## config.mk

```make
export PLATFORM = sky130hd
export DESIGN_NAME = adc_oversample_ema_filter
export DESIGN_NICKNAME = d
export VERILOG_FILES = /design/src/sv/adcema_pkg.sv /design/src/sv/adcema_ctrl.sv /design/src/sv/adcema_dp.sv /design/src/sv/adc_oversample_ema_filter.sv
export SDC_FILE = /design/constraint.sdc
export NUM_CORES = 2
export LEC_CHECK = 0
export BUFFER_PORTS_ARGS = -buffer_cell sky130_fd_sc_hd__buf_2
export CAP_MARGIN = 30
export CORE_MARGIN = 3
export CORE_UTILIZATION = 30
export CTS_BUF_LIST = sky130_fd_sc_hd__clkbuf_16
export CTS_CLUSTER_SIZE = 24
export DETAILED_ROUTE_END_ITERATION = 6
export GPL_ROUTABILITY_DRIVEN = 0
export GPL_TIMING_DRIVEN = 0
export MAX_ROUTING_LAYER = met4
export SLEW_MARGIN = 15
export SYNTH_ARGS = -nofsm -noshare
export SYNTH_HDL_FRONTEND = slang
export SYNTH_HIERARCHICAL = 1
export SYNTH_SLANG_ARGS = --single-unit
```

## constraint.sdc

```tcl
create_clock -name clk_i -period 30.1 [get_ports clk_i]
set_input_delay 0 -clock clk_i [delete_from_list [all_inputs] [get_ports clk_i]]
set_output_delay 0 -clock clk_i [all_outputs]
set_load 0.05 [all_outputs]
```

## src/sv/adcema_pkg.sv

```systemverilog
// adcema_pkg: shared types and constants for the ADC oversample / EMA filter.
// Used by adcema_ctrl, adcema_dp and adc_oversample_ema_filter. No dependencies.
package adcema_pkg;

  localparam int SAMPLES_PER_BLOCK_DEF = 16;

  localparam int SAMPLE_W = 12;
  localparam int MV_W     = 13;
  localparam int ALPHA_W  = 16;
  localparam int VREF_W   = 13;
  localparam int STATE_W  = 28;
  localparam int FRAC_W   = 16;

  localparam int CFG_IDX_W  = 1;
  localparam int CFG_DATA_W = 16;

  localparam logic [CFG_IDX_W-1:0] REG_ALPHA = 1'd0;
  localparam logic [CFG_IDX_W-1:0] REG_VREF  = 1'd1;

  localparam logic [ALPHA_W-1:0] ALPHA_RESET = 16'd6554;
  localparam logic [VREF_W-1:0]  VREF_RESET  = 13'd3300;

  localparam int ADC_FULL_SCALE = 4095;
  localparam int STEP_W         = 4;

  typedef enum logic [2:0] {
    S_ACC,
    S_DIV,
    S_MUL,
    S_WB,
    S_OUT
  } state_e;

  typedef enum logic [2:0] {
    OP_EMA_V,
    OP_EMA_C,
    OP_MV_RAW_V,
    OP_MV_RAW_C,
    OP_MV_ST_V,
    OP_MV_ST_C
  } op_e;

  typedef struct packed {
    logic frame_en;
    logic block_end;
    logic div_step;
    logic mul_en;
    logic wb_en;
    logic ema_load;
    logic out_load;
    op_e  op;
  } dp_cmd_t;

endpackage

```

## src/sv/adcema_ctrl.sv

```systemverilog
// adcema_ctrl: sequencer for frame counting, block average division, shared
// multiplier ops and result handoff. Depends on adcema_pkg.
module adcema_ctrl #(
  parameter int SamplesPerBlock = adcema_pkg::SAMPLES_PER_BLOCK_DEF
) (
  input  logic                clk_i,
  input  logic                rst_ni,
  input  logic                in_valid_i,
  output logic                in_stall_o,
  output logic                out_valid_o,
  input  logic                out_stall_i,
  output adcema_pkg::dp_cmd_t cmd_o
);
  import adcema_pkg::*;

  localparam int CNT_W = $clog2(SamplesPerBlock + 1);

  state_e            state_q, state_d;
  logic [CNT_W-1:0]  cnt_q, cnt_d;
  logic [STEP_W-1:0] step_q, step_d;
  logic              started_q, started_d;
  logic              out_valid_q, out_valid_d;
  logic              last_frame;
  logic              accept;

  assign last_frame = (cnt_q == CNT_W'(SamplesPerBlock - 1));
  assign accept     = (state_q == S_ACC) && in_valid_i;

  // next state
  always_comb begin
    state_d = state_q;
    case (state_q)
      S_ACC: begin
        if (accept && last_frame) state_d = S_DIV;
      end
      S_DIV: state_d = S_MUL;
      S_MUL: state_d = S_WB;
      S_WB: begin
        if (op_e'(step_q[2:0]) == OP_MV_ST_C) state_d = S_OUT;
        else                                  state_d = S_MUL;
      end
      S_OUT: begin
        if (!out_valid_q || !out_stall_i) state_d = S_ACC;
      end
      default: state_d = S_ACC;
    endcase
  end

  // outputs
  always_comb begin
    cmd_o           = '0;
    cmd_o.op        = op_e'(step_q[2:0]);
    cmd_o.ema_load  = !started_q;
    in_stall_o      = 1'b1;
    case (state_q)
      S_ACC: begin
        in_stall_o      = 1'b0;
        cmd_o.frame_en  = in_valid_i;
        cmd_o.block_end = in_valid_i && last_frame;
      end
      S_DIV:   cmd_o.div_step = 1'b1;
      S_MUL:   cmd_o.mul_en   = 1'b1;
      S_WB:    cmd_o.wb_en    = 1'b1;
      S_OUT:   cmd_o.out_load = !out_valid_q || !out_stall_i;
      default: cmd_o = cmd_o;
    endcase
  end

  always_comb begin
    cnt_d       = cnt_q;
    step_d      = step_q;
    started_d   = started_q;
    out_valid_d = out_valid_q;
    if (cmd_o.frame_en) cnt_d = last_frame ? '0 : cnt_q + CNT_W'(1);
    case (state_q)
      S_WB: begin
        step_d = (op_e'(step_q[2:0]) == OP_MV_ST_C) ? '0 : step_q + STEP_W'(1);
        if (op_e'(step_q[2:0]) == OP_EMA_C) started_d = 1'b1;
      end
      default: step_d = step_q;
    endcase
    if (out_valid_q && !out_stall_i) out_valid_d = 1'b0;
    if (cmd_o.out_load)              out_valid_d = 1'b1;
  end

  always_ff @(posedge clk_i or negedge rst_ni) begin
    if (!rst_ni) begin
      state_q     <= S_ACC;
      cnt_q       <= '0;
      step_q      <= '0;
      started_q   <= 1'b0;
      out_valid_q <= 1'b0;
    end else begin
      state_q     <= state_d;
      cnt_q       <= cnt_d;
      step_q      <= step_d;
      started_q   <= started_d;
      out_valid_q <= out_valid_d;
    end
  end

  assign out_valid_o = out_valid_q;

endmodule

```

## src/sv/adcema_dp.sv

```systemverilog
// adcema_dp: accumulators, reciprocal-multiply block divider, shared multiplier, EMA
// state, mV scaling and result registers. Depends on adcema_pkg.
module adcema_dp #(
  parameter int SamplesPerBlock = adcema_pkg::SAMPLES_PER_BLOCK_DEF
) (
  input  logic                                  clk_i,
  input  logic                                  rst_ni,
  input  adcema_pkg::dp_cmd_t                   cmd_i,
  input  logic                                  cfg_we_i,
  input  logic [adcema_pkg::CFG_IDX_W-1:0]      cfg_idx_i,
  input  logic [adcema_pkg::CFG_DATA_W-1:0]     cfg_data_i,
  input  logic [adcema_pkg::SAMPLE_W-1:0]       vbat_sample_i,
  input  logic [adcema_pkg::SAMPLE_W-1:0]       current_sample_i,
  output logic [adcema_pkg::SAMPLE_W-1:0]       vbat_raw_o,
  output logic [adcema_pkg::SAMPLE_W-1:0]       current_raw_o,
  output logic [adcema_pkg::SAMPLE_W-1:0]       vbat_filtered_raw_o,
  output logic [adcema_pkg::SAMPLE_W-1:0]       current_filtered_raw_o,
  output logic [adcema_pkg::MV_W-1:0]           vbat_mv_o,
  output logic [adcema_pkg::MV_W-1:0]           current_mv_o,
  output logic [adcema_pkg::MV_W-1:0]           vbat_filtered_mv_o,
  output logic [adcema_pkg::MV_W-1:0]           current_filtered_mv_o
);
  import adcema_pkg::*;

  localparam int SUM_W  = $clog2(SamplesPerBlock * ADC_FULL_SCALE + 1);
  localparam int DIV_SH = SUM_W + $clog2(SamplesPerBlock);
  localparam int RCP_W  = SUM_W + 1;
  localparam int QUO_W  = SUM_W + RCP_W;
  localparam int MA_W   = STATE_W + 1;
  localparam int MB_W   = ALPHA_W + 1;
  localparam int PROD_W = MA_W + MB_W;
  localparam int X_W    = VREF_W + SAMPLE_W;
  localparam int HI_W   = X_W - SAMPLE_W;
  localparam logic [RCP_W-1:0] DIV_RCP =
    RCP_W'((longint'(1) << DIV_SH) / longint'(SamplesPerBlock) + longint'(1));
  localparam logic [HI_W:0] FS1 = (HI_W+1)'(ADC_FULL_SCALE);
  localparam logic [HI_W:0] FS2 = (HI_W+1)'(2 * ADC_FULL_SCALE);
  localparam logic [HI_W:0] FS3 = (HI_W+1)'(3 * ADC_FULL_SCALE);

  logic [ALPHA_W-1:0]  alpha_q;
  logic [VREF_W-1:0]   vref_q;
  logic [SUM_W-1:0]    sum_v_q, sum_c_q, blk_v_q, blk_c_q;
  logic [SAMPLE_W-1:0] avg_v_q, avg_c_q;
  logic [STATE_W-1:0]  st_v_q, st_c_q;
  logic signed [PROD_W-1:0] prod_q;
  logic [MV_W-1:0]     mv_rv_q, mv_rc_q, mv_sv_q, mv_sc_q;

  logic [SUM_W-1:0]    sum_v_d, sum_c_d;
  logic [QUO_W-1:0]    quo_v, quo_c;
  logic signed [MA_W-1:0] mul_a;
  logic signed [MB_W-1:0] mul_b;
  logic [SAMPLE_W-1:0] ema_avg;
  logic [STATE_W-1:0]  ema_st, ema_new;
  logic [X_W-1:0]      mv_x;
  logic [HI_W-1:0]     mv_hi;
  logic [HI_W:0]       mv_r;
  logic [1:0]          mv_c;
  logic [HI_W:0]       mv_q;

  always_ff @(posedge clk_i or negedge rst_ni) begin
    if (!rst_ni) begin
      alpha_q <= ALPHA_RESET;
      vref_q  <= VREF_RESET;
    end else if (cfg_we_i) begin
      case (cfg_idx_i)
        REG_ALPHA: alpha_q <= cfg_data_i[ALPHA_W-1:0];
        REG_VREF:  vref_q  <= cfg_data_i[VREF_W-1:0];
        default:   alpha_q <= alpha_q;
      endcase
    end
  end

  // accumulate; the completing frame moves the sum into the divider
  assign sum_v_d = sum_v_q + SUM_W'(vbat_sample_i);
  assign sum_c_d = sum_c_q + SUM_W'(current_sample_i);

  always_ff @(posedge clk_i or negedge rst_ni) begin
    if (!rst_ni) begin
      sum_v_q <= '0;
      sum_c_q <= '0;
    end else if (cmd_i.frame_en) begin
      sum_v_q <= cmd_i.block_end ? '0 : sum_v_d;
      sum_c_q <= cmd_i.block_end ? '0 : sum_c_d;
    end
  end

  // floor(sum / block length) as a multiply by the rounded-up reciprocal,
  // exact over the whole sum range
  assign quo_v = QUO_W'(blk_v_q) * QUO_W'(DIV_RCP);
  assign quo_c = QUO_W'(blk_c_q) * QUO_W'(DIV_RCP);

  always_ff @(posedge clk_i) begin
    if (cmd_i.block_end) begin
      blk_v_q <= sum_v_d;
      blk_c_q <= sum_c_d;
    end else if (cmd_i.div_step) begin
      avg_v_q <= quo_v[DIV_SH +: SAMPLE_W];
      avg_c_q <= quo_c[DIV_SH +: SAMPLE_W];
    end
  end

  // shared multiplier operand select
  always_comb begin
    ema_avg = (cmd_i.op == OP_EMA_C) ? avg_c_q : avg_v_q;
    ema_st  = (cmd_i.op == OP_EMA_C) ? st_c_q  : st_v_q;
    mul_b   = MB_W'(vref_q);
    case (cmd_i.op)
      OP_EMA_V, OP_EMA_C: begin
        mul_a = $signed({1'b0, ema_avg, {FRAC_W{1'b0}}}) - $signed({1'b0, ema_st});
        mul_b = $signed({1'b0, alpha_q});
      end
      OP_MV_RAW_V: mul_a = $signed({1'b0, avg_v_q, {FRAC_W{1'b0}}});
      OP_MV_RAW_C: mul_a = $signed({1'b0, avg_c_q, {FRAC_W{1'b0}}});
      OP_MV_ST_V:  mul_a = $signed({1'b0, st_v_q});
      OP_MV_ST_C:  mul_a = $signed({1'b0, st_c_q});
      default:     mul_a = '0;
    endcase
  end

  always_ff @(posedge clk_i) begin
    if (cmd_i.mul_en) prod_q <= mul_a * mul_b;
  end

  // EMA step: arithmetic shift floors, result wraps to the state width
  assign ema_new = ema_st + prod_q[FRAC_W +: STATE_W];

  // x / 4095 with x = hi*4096 + lo: quotient is hi + floor((hi + lo) / 4095)
  assign mv_x  = prod_q[FRAC_W +: X_W];
  assign mv_hi = mv_x[X_W-1:SAMPLE_W];
  assign mv_r  = (HI_W+1)'(mv_hi) + (HI_W+1)'(mv_x[SAMPLE_W-1:0]);
  always_comb begin
    if (mv_r >= FS3)      mv_c = 2'd3;
    else if (mv_r >= FS2) mv_c = 2'd2;
    else if (mv_r >= FS1) mv_c = 2'd1;
    else                  mv_c = 2'd0;
  end
  assign mv_q = (HI_W+1)'(mv_hi) + (HI_W+1)'(mv_c);

  always_ff @(posedge clk_i) begin
    if (cmd_i.wb_en) begin
      case (cmd_i.op)
        OP_EMA_V:    st_v_q  <= cmd_i.ema_load ? {avg_v_q, {FRAC_W{1'b0}}} : ema_new;
        OP_EMA_C:    st_c_q  <= cmd_i.ema_load ? {avg_c_q, {FRAC_W{1'b0}}} : ema_new;
        OP_MV_RAW_V: mv_rv_q <= mv_q[MV_W-1:0];
        OP_MV_RAW_C: mv_rc_q <= mv_q[MV_W-1:0];
        OP_MV_ST_V:  mv_sv_q <= mv_q[MV_W-1:0];
        OP_MV_ST_C:  mv_sc_q <= mv_q[MV_W-1:0];
        default:     mv_rv_q <= mv_rv_q;
      endcase
    end
  end

  always_ff @(posedge clk_i) begin
    if (cmd_i.out_load) begin
      vbat_raw_o             <= avg_v_q;
      current_raw_o          <= avg_c_q;
      vbat_filtered_raw_o    <= st_v_q[STATE_W-1:FRAC_W];
      current_filtered_raw_o <= st_c_q[STATE_W-1:FRAC_W];
      vbat_mv_o              <= mv_rv_q;
      current_mv_o           <= mv_rc_q;
      vbat_filtered_mv_o     <= mv_sv_q;
      current_filtered_mv_o  <= mv_sc_q;
    end
  end

endmodule

```

## src/sv/adc_oversample_ema_filter.sv

```systemverilog
// Two-channel ADC oversampler with per-channel EMA and mV scaling.
// A frame that does not end a block is accepted whenever the input is not stalled. The
// frame ending a block starts the work: the reciprocal-multiply block average, six ops on
// the shared multiplier, then the result load; input stalls during that time and while a
// result waits. Reset (async, active low) clears sums, frame count, filter start flag and
// output valid and resets alpha and vref. Depends on adcema_pkg, adcema_ctrl, adcema_dp.
module adc_oversample_ema_filter #(
  parameter int SamplesPerBlock = adcema_pkg::SAMPLES_PER_BLOCK_DEF
) (
  input  logic                              clk_i,
  input  logic                              rst_ni,
  input  logic                              in_valid_i,
  output logic                              in_stall_o,
  input  logic [adcema_pkg::SAMPLE_W-1:0]   vbat_sample_i,
  input  logic [adcema_pkg::SAMPLE_W-1:0]   current_sample_i,
  output logic                              out_valid_o,
  input  logic                              out_stall_i,
  output logic [adcema_pkg::SAMPLE_W-1:0]   vbat_raw_o,
  output logic [adcema_pkg::SAMPLE_W-1:0]   current_raw_o,
  output logic [adcema_pkg::SAMPLE_W-1:0]   vbat_filtered_raw_o,
  output logic [adcema_pkg::SAMPLE_W-1:0]   current_filtered_raw_o,
  output logic [adcema_pkg::MV_W-1:0]       vbat_mv_o,
  output logic [adcema_pkg::MV_W-1:0]       current_mv_o,
  output logic [adcema_pkg::MV_W-1:0]       vbat_filtered_mv_o,
  output logic [adcema_pkg::MV_W-1:0]       current_filtered_mv_o,
  input  logic                              cfg_we_i,
  input  logic [adcema_pkg::CFG_IDX_W-1:0]  cfg_idx_i,
  input  logic [adcema_pkg::CFG_DATA_W-1:0] cfg_data_i
);
  import adcema_pkg::*;

  dp_cmd_t cmd;

  adcema_ctrl #(
    .SamplesPerBlock(SamplesPerBlock)
  ) u_ctrl (
    .clk_i      (clk_i),
    .rst_ni     (rst_ni),
    .in_valid_i (in_valid_i),
    .in_stall_o (in_stall_o),
    .out_valid_o(out_valid_o),
    .out_stall_i(out_stall_i),
    .cmd_o      (cmd)
  );

  adcema_dp #(
    .SamplesPerBlock(SamplesPerBlock)
  ) u_dp (
    .clk_i                 (clk_i),
    .rst_ni                (rst_ni),
    .cmd_i                 (cmd),
    .cfg_we_i              (cfg_we_i),
    .cfg_idx_i             (cfg_idx_i),
    .cfg_data_i            (cfg_data_i),
    .vbat_sample_i         (vbat_sample_i),
    .current_sample_i      (current_sample_i),
    .vbat_raw_o            (vbat_raw_o),
    .current_raw_o         (current_raw_o),
    .vbat_filtered_raw_o   (vbat_filtered_raw_o),
    .current_filtered_raw_o(current_filtered_raw_o),
    .vbat_mv_o             (vbat_mv_o),
    .current_mv_o          (current_mv_o),
    .vbat_filtered_mv_o    (vbat_filtered_mv_o),
    .current_filtered_mv_o (current_filtered_mv_o)
  );

endmodule

```

==> impl_metrics.env <==
export IMPL_ys_ff_latch=358
export IMPL_hold_depth=3
export IMPL_grt_max_degree=101
export IMPL_yosysTopAreaCell="fa_1"
export IMPL_ios=148
export IMPL_crit_path_end_kind="flip-flop"
export IMPL_path_class="reg -> reg"
export IMPL_worst_r2r_startpoint="u_ctrl/step_q[2]$_DFFE_PN0N_"
export IMPL_drtIter0Drc=1962
export IMPL_antenna_found_initial=3
export IMPL_critPathRequiredTime_ps=30420
export IMPL_grt_overflow=0
export IMPL_cts_tree="built"
export IMPL_route_layer_met1_wl_microns=40210
export IMPL_fillCellCount=10803
export IMPL_cts_resized=0
export IMPL_setup_viol=0
export IMPL_ctsHoldBuffers=39
export IMPL_portBuffers=147
export IMPL_grt_pass1_vias=24167
export IMPL_core_region_area_sq_um=107700
export IMPL_crit_fanout=10
export IMPL_slowest_delay_ps=720
export IMPL_synth_edff_count=284
export IMPL_drc_errors=0
export IMPL_yosysMostFrequentCell="inv_1"
export IMPL_htree_levels=2
export IMPL_clkLatencyLatePin_ps=570
export IMPL_finalNetCount=4095
export IMPL_worst_pin_slew_ps=1059
export IMPL_whs_ps=23.73
export IMPL_crit_top_cell="fa_1"
export IMPL_max_clock_freq_mhz=84.97
export IMPL_cts_sinks=358
export IMPL_tns_ps=0
export IMPL_netlist_area_sq_um=32680
export IMPL_initial_utilization=0.3036
export IMPL_clk_path_buf_depth=3
export IMPL_fin_crit_ps=11770
export IMPL_fp_row_count=120
export IMPL_die_h_microns=336.1
export IMPL_synth_top_area_share=0.2683
export IMPL_grt_pass1_wl_microns=143000
export IMPL_register_area_sq_um=10400
export IMPL_maxSlewViolCount=0
export IMPL_drive_gt1_frac=0.09746
export IMPL_startpoint_type="flip-flop"
export IMPL_hp_class="in -> reg"
export IMPL_cts_inserted_buffers=38
export IMPL_drtAntennaViolNets=0
export IMPL_ys_seq_area_frac=0.3181
export IMPL_fin_crit_sh=0.3910
export IMPL_die_x_microns=336.1
export IMPL_route_vias_total=23400
export IMPL_hold_path_endpoint="u_dp/blk_c_q[8]$_DFFE_PP_"
export IMPL_wl_microns=92750
export IMPL_die_area_sq_um=112900
export IMPL_grt_use_total=0.1709
export IMPL_synthTopCellsByArea="fa_1 (27%), edfxtp_1 (26%), ha_1 (7.0%)"
export IMPL_routed_top_layer="met4"
export IMPL_timing_rr_end="u_dp/prod_q[43]$_DFFE_PP_"
export IMPL_met3_length_microns=7316
export IMPL_path_clk_slew_ps=60
export IMPL_status="completed"
export IMPL_syn_to_final_growth_pct=14.26
export IMPL_dpl_cell_area_sq_um=35440
export IMPL_clock_skew_ps=20.42
export IMPL_syn_num_nets=3849
export IMPL_postCtsSetupBuffers=0
export IMPL_dpl_hpwl_microns=75390
export IMPL_yosysWarnings=6
export IMPL_rsz0062_at_grt="no"
export IMPL_hp_start="current_sample_i[8]"
export IMPL_cts_root_buf="clkbuf_16"
export IMPL_critPathArrivalTime_ps=12080
export IMPL_multi_input_area_sq_um=19630
export IMPL_ff2ff_path_depth=36
export IMPL_finalInstanceArea_sq_um=37340
export IMPL_syn_avg_cell_area_sq_um=10.27
export IMPL_drv_cap=0
export IMPL_synthDistinctLibCells=84
export IMPL_wl_met2_microns=42100
export IMPL_finalHoldViolations=0
export IMPL_ys_flop_type="edfxtp_1"
export IMPL_final_cells=4862
export IMPL_firstDrtPassIters=6
export IMPL_rrSetupSlack_ps=18330
export IMPL_synthArstFlopShare=0.2067
export IMPL_vias_per_cell=4.813
export IMPL_synth_common_cells="inv_1 (596), nand2_1 (558), fa_1 (438), edfxtp_1 (284), ha_1 (183)"
export IMPL_wl_per_cell_microns=19.08
export IMPL_maxSlewHeadroom=0.2737
export IMPL_dp_cells=4747
export IMPL_crit_path_top_delay_cell="clkbuf_1"
export IMPL_postSynthCellCount=3182
-- metrics by stage --
stage | worst slack [ps] | util
final | 18330 | 0.3469
after detailed placement | 18510 | 0.3292
after global routing | 17530 | 0.3469
after floorplan | 20330 | -
after CTS | 18480 | 0.3461
after global placement | 17950 | 0.3267
-- flip-flops by register name (all words and copies together) (netlist names), 13 cells and up --
| signal | flops |
|---|---|
| u_dp/st_c_q | 28 |
| u_dp/mv_sv_q | 13 |
| u_dp/vbat_filtered_mv_o | 13 |
| u_dp/prod_q | 28 |
| u_dp/current_mv_o | 13 |
| u_dp/vbat_mv_o | 13 |
| u_dp/sum_c_q | 16 |
| u_dp/vref_q | 13 |
| u_dp/current_filtered_mv_o | 13 |
| u_dp/mv_rv_q | 13 |
| u_dp/mv_sc_q | 13 |
| u_dp/alpha_q | 16 |
| u_dp/mv_rc_q | 13 |
| u_dp/st_v_q | 28 |
| u_dp/sum_v_q | 16 |
-- metal layers --
layer / vias up / GRT usage
met1: 11802 / 0.2270
met3: 158 / 0.03539
met2: 800 / 0.2632
met4: 0 / 0.05230
li1: 10640 / -
met5: - / -
-- cell families after synthesis --
| group | Yosys count | synth area share |
|---|---|---|
| adders and majority gates | 621 | 0.3383 |
| DFF | 358 | 0.3181 |
| AOI/OAI and AO/OA | 323 | 0.06998 |
| muxes | 82 | 0.02707 |
| xor gates and xnor gates | 133 | 0.03564 |
| buffers and inverters | 708 | 0.08246 |
| and+or+nand+nor | 957 | 0.1284 |
-- area by class of cell --
type | instances | area share
diodes | 1 | 0.00006701
plain buffers | 110 | 0.01213
clock buffers | 38 | 0.02546
clock inverters | 32 | 0.01256
inverters | 598 | 0.06014
multi-input cells | 2116 | 0.5257
flip-flops and latches | 358 | 0.2784
well taps | 1403 | 0.04701
repair buffers | 206 | 0.03850
-- cells in the final DEF, fill, tap and decap left out, types with 11 or more instances in the layout --
cell,instances
a21oi_1,75
nand2b_1,14
fa_1,438
nor2b_1,38
clkbuf_16,38
a21o_1,35
inv_1,601
xnor2_1,93
o21bai_1,16
a22o_1,22
a221oi_1,11
nand2_1,558
ha_1,183
nand3_1,18
clkbuf_1,91
buf_2,154
mux2i_1,40
o21a_1,24
dlygate4sd3_1,38
xor2_1,40
nor2_1,151
nor3_1,51
mux2_2,41
o21ai_0,44
edfxtp_1,284
and3_1,27
dfstp_2,13
and2_1,43
dfrtp_1,61
-- worst max path at each step --
| stage | start | endpoint | slack [ps] |
|---|---|---|---|
| after floorplan | u_ctrl/step_q[2]$_DFFE_PN0N_ | u_dp/prod_q[43]$_DFFE_PP_ | 20330 |
| after global routing | u_ctrl/step_q[2]$_DFFE_PN0N_ | u_dp/prod_q[43]$_DFFE_PP_ | 17530 |
| after global placement | u_ctrl/step_q[2]$_DFFE_PN0N_ | u_dp/prod_q[43]$_DFFE_PP_ | 17950 |
| final | u_ctrl/step_q[2]$_DFFE_PN0N_ | u_dp/prod_q[43]$_DFFE_PP_ | 18330 |
| after detailed placement | u_ctrl/step_q[2]$_DFFE_PN0N_ | u_dp/prod_q[43]$_DFFE_PP_ | 18510 |
| after CTS | u_ctrl/step_q[2]$_DFFE_PN0N_ | u_dp/prod_q[43]$_DFFE_PP_ | 18480 |
-- critical path, delay by kind of cell, from the launching register on --
family	cells	cell delay, ps
xor+xnor	2	260
flops	1	420
fa+ha+maj	8	3760
compound gates	10	2860
buf+inv	7	1790
simple gates	9	2400
Power is not shown: default switching activity piles up to over one toggle a cycle in this logic, so the estimate is an artifact.
